File: src/hw/rtl/vrw_pkg.sv
`timescale 1ns / 1ps
package vrw_pkg;

    localparam int SEQ_REGS        = 5;
    localparam int CRTC_REGS       = 25;
    localparam int GFX_REGS        = 9;
    localparam int ATTR_REGS       = 21;
    localparam int PALETTE_ENTRIES = 256;
    localparam int PAL_AW          = $clog2(PALETTE_ENTRIES);
    localparam int PAL_DW          = 18;

    typedef enum logic [3:0] {
        PORT_MISC      = 4'd0,
        PORT_FEATURE   = 4'd1,
        PORT_SEQ_IDX   = 4'd2,
        PORT_SEQ_DATA  = 4'd3,
        PORT_CRTC_IDX  = 4'd4,
        PORT_CRTC_DATA = 4'd5,
        PORT_GFX_IDX   = 4'd6,
        PORT_GFX_DATA  = 4'd7,
        PORT_ATTR      = 4'd8,
        PORT_DAC_RIDX  = 4'd9,
        PORT_DAC_WIDX  = 4'd10,
        PORT_DAC_DATA  = 4'd11
    } t_port;

    typedef enum logic [2:0] {
        BANK_NONE = 3'd0,
        BANK_MISC = 3'd1,
        BANK_SEQ  = 3'd2,
        BANK_CRTC = 3'd3,
        BANK_GFX  = 3'd4,
        BANK_ATTR = 3'd5,
        BANK_DAC  = 3'd6
    } t_bank;

    typedef enum logic {
        S_IDLE = 1'b0,
        S_EXEC = 1'b1
    } t_state;

    typedef struct packed {
        logic              en;
        logic [PAL_AW-1:0] addr;
        logic [PAL_DW-1:0] data;
    } t_pal_wr;

endpackage

File: src/hw/rtl/vrw_palette.sv
`timescale 1ns / 1ps
module vrw_palette
    import vrw_pkg::*;
(
    input  logic              i_clk,
    input  logic              i_rst_n,
    input  logic              i_rd_en,
    input  logic [PAL_AW-1:0] i_rd_addr,
    input  t_pal_wr           i_wr,
    output logic [PAL_DW-1:0] o_rd_data
);

    logic [PAL_DW-1:0]          r_mem [PALETTE_ENTRIES];
    logic [PALETTE_ENTRIES-1:0] r_vld;
    logic [PAL_DW-1:0]          r_rd_data;
    logic                       r_rd_vld;

    always_ff @(posedge i_clk) begin
        if (i_wr.en) begin
            r_mem[i_wr.addr] <= i_wr.data;
        end
        if (i_rd_en) begin
            r_rd_data <= r_mem[i_rd_addr];
        end
    end

    // entries never written since reset read as zero
    always_ff @(posedge i_clk) begin
        if (!i_rst_n) begin
            r_vld    <= '0;
            r_rd_vld <= 1'b0;
        end else begin
            if (i_wr.en) begin
                r_vld[i_wr.addr] <= 1'b1;
            end
            if (i_rd_en) begin
                r_rd_vld <= r_vld[i_rd_addr];
            end
        end
    end

    assign o_rd_data = r_rd_vld ? r_rd_data : '0;

endmodule
File: config.mk
export PLATFORM = sky130hd
export DESIGN_NAME = vrw_palette
export DESIGN_NICKNAME = d
export VERILOG_FILES = /design/src/hw/rtl/vrw_pkg.sv /design/src/hw/rtl/vrw_palette.sv
export SDC_FILE = /design/constraint.sdc
export NUM_CORES = 2
export LEC_CHECK = 0
export BUFFER_PORTS_ARGS = -buffer_cell sky130_fd_sc_hd__buf_2
export CORE_AREA = 2 2 508 636
export CTS_BUF_LIST = sky130_fd_sc_hd__clkbuf_8
export DETAILED_ROUTE_END_ITERATION = 10
export DIE_AREA = 0 0 510 638
export PLACE_DENSITY = 0.82
export SLEW_MARGIN = 40
export SYNTH_ARGS = -nofsm -noshare
export SYNTH_HDL_FRONTEND = slang
export SYNTH_MEMORY_MAX_BITS = 65536
export SYNTH_SLANG_ARGS = --single-unit
File: constraint.sdc
create_clock -name i_clk -period 4.8 [get_ports i_clk]
set_clock_uncertainty 0.1 [all_clocks]
set_input_delay 1.44 -clock i_clk [delete_from_list [all_inputs] [get_ports i_clk]]
set_output_delay 1.44 -clock i_clk [all_outputs]
set_load 0.03 [all_outputs]
==> out/qor.csv <==
metric,value,unit
layout-drive-gt1-share,32.3,%
worst-path-buf-inv,1,
io_pins,56,
ant_nets,0,
die_x,510,um
post-dp-hpwl,300000,um
hold_class,reg -> reg,
vias,98200,
clkSinkCount,4883,
worst_slew_pin_slew,1.11,ns
synthMuxAreaShare,14.9,%
crit_arrival,3.02,ns
wl_per_cell,35.0,um
cts-root-buf,clkbuf_8,
start_kind,flop,
synth_xor_area_share,0,%
worst_slack,0.244,ns
worst_ep_required_time,3.26,ns
worstSetupPathType,reg -> out,
peakVddDrop,0.383,mV
power.internal,63.2,mW
dr_wl_met2,236000,um
dr.pass1.iters,10,
syn_area_per_cell,22.2,um^2
pwr-share-seq,57.2,%
grt_max_degree,160,
crit_path_cell_trace,and2_1 > buf_2,
dieArea,325000,um^2
cts_resized,0,
min_period,4.56,ns
h-tree-depth,6,
grt_remaining_overflow,0,
crit_path_end_kind,output pin,
synth_top_area_share,75.4,%
preCtsSetupSlack,-0.737,ns
leakagePower,66.9,nW
final_cells,14200,
post_cts_buffers,0,
met3WireLength,63100,um
status,completed,
yosysSeqAreaShare,78.2,%
die_height,638,um
drc,0,
slew_headroom,25.4,%
synthSimpleGateAreaFrac,1.20,%
yosysWarnings,0,
synth_most_common_cell,edfxtp_1,
via_per_inst,6.91,
top_layer,met5,
place_congestion,0.959,
power.density,390,nW/um^2
power.switching,18.5,mW
ys_ff_latch,4883,
dpl.cell_count,12900,
cap_violations,0,
synth_edf_count,4626,
cts_hold_buf,0,
max_freq,219,MHz
timing.critical_path.fanout_max,19,
synth-adder-area-share,0,%
portBuffers,55,
finalNetCount,9453,
met1_length,157000,um
grt_use_total,30.3,%
clockPowerShare,37.1,%
power.total,81.7,mW
p_comb_share,5.7,%
synth_compound_area_share,4.48,%
core-area,319000,um^2
crit_slowest_cell,dfxtp_1,
antenna_found_initial,31,
synth.area.top_cells,"edfxtp_1 75%, mux4_2 15%, dfxtp_1 2.8%",
multi_input_area,38500,um^2
synth_area,184000,um^2
area_delta_synth_final,13.6,%
synth_common_cells,"4,626 x edfxtp_1, 1,207 x mux4_2, 584 x a22oi_1, 303 x clkbuf_1, 297 x a21oi_1",
synth_top_cell_by_area,edfxtp_1,
tritoncts,yes,
regArea,144000,um^2
synth_cells,8318,
grt_pass1_wl,701000,um
clk_pin_slew,0.06,ns
timing.hold.ws,0.364,ns
grt_pass1_vias,98400,
slowest_delay,0.80,ns
rsz0062_at_grt,false,
slew_viol_final,0,
rows,232,
nFillCells,18300,
wirelength,497000,um
setup_violations,0,
ys_types,45,
cp_top_family,flip-flops,
p_sw_share,22.7,%
insertion_delay,1.15,ns
synth-main-ff-cell,edfxtp_1,
synthArstFlopShare,0,%
drtIter0Drc,17000,
final.period_utilization,94.9,%
cts_buffer_depth,4,
initial_core_util,57.8,%
numCtsBuffers,686,
hold_viol_final,0,
synth_fp_nets,8356,
synth_top_family_by_area,multiplexers,
[per-layer routing]
| layer | vias to the layer above | GRT usage [%] |
|---|---|---|
| met5 | - | 0 |
| met4 | 16 | 20.6 |
| met3 | 1571 | 6.90 |
| met2 | 8782 | 47.0 |
| met1 | 50100 | 38.6 |
| li1 | 37800 | - |
[power groups by stage]
stage	clock (mW)	combinational [mW]	sequential (mW)
after floorplan	0	2.08	47.6
after global placement	0	4.29	47.6
after detailed placement	0	4.45	47.6
after CTS	30.5	4.47	46.7
after global routing	32.1	4.72	46.7
final	30.3	4.63	46.7
[worst paths after layout]
path | start | end | slack [ns] | cells past startpoint
worst max-delay path | r_rd_vld | o_rd_data[11] | 0.24 | 2
worst min-delay path | r_vld[170] | r_vld[170] | 0.36 | 1
worst max register to register | r_mem[243][8] | r_rd_data[8] | 1.34 | 6
worst min register to register | r_vld[170] | r_vld[170] | 0.36 | 1
[placed cells by master, fill, tap and decap left out, types with 105 or more instances in the layout]
cell type	n
edfxtp_1	4626
mux4_2	1207
buf_4	744
clkbuf_8	730
a22oi_1	584
a21oi_1	294
dfxtp_1	257
o21a_1	256
inv_1	238
nor2_2	157
clkinv_1	141
buf_12	122
nor2_1	105
[stage by stage]
stage | setup TNS, ns | utilization (%) | instance area (um^2)
2_1_floorplan | 0 | - | 184000
3_3_place_gp | -8.12 | 61.5 | 196000
3_5_place_dp | -7.32 | 61.5 | 196000
4_1_cts | 0 | 65.5 | 209000
5_1_grt | 0 | 65.7 | 209000
6_report | 0 | 65.7 | 209000
[cell type report]
class / count / share of cell area (%)
Sequential cell: 4883 / 68.8
Antenna cell: 15 / 0.0179
Clock buffer: 730 / 4.80
Timing Repair Buffer: 930 / 4.19
Multi-Input combinational cell: 2910 / 18.4
Clock inverter: 523 / 1.30
Tap cell: 4212 / 2.52
Inverter: 4 / 0.00717
[logic make-up after synthesis]
group                  after synthesis
flip-flops                        4883
multiplexers                      1229
AO/OA/AOI/OAI                     1204
buffers and inverters              525
AND/OR/NAND/NOR                    477
[state kept, by name, indices dropped and copies added, names as in the netlist]
register and flops:
r_vld 256, r_rd_data 18, r_mem 4608, r_rd_vld 1
[worst reg2reg max path: stages, from the launching register on]
cell	delay, ns
edfxtp_1	0.39
mux4_2	0.53
a22oi_1	0.35
a21oi_1	0.33
nor4_1	1.02
o22ai_1	0.20
or2_1	0.28
(Power assumes the default switching activity.)
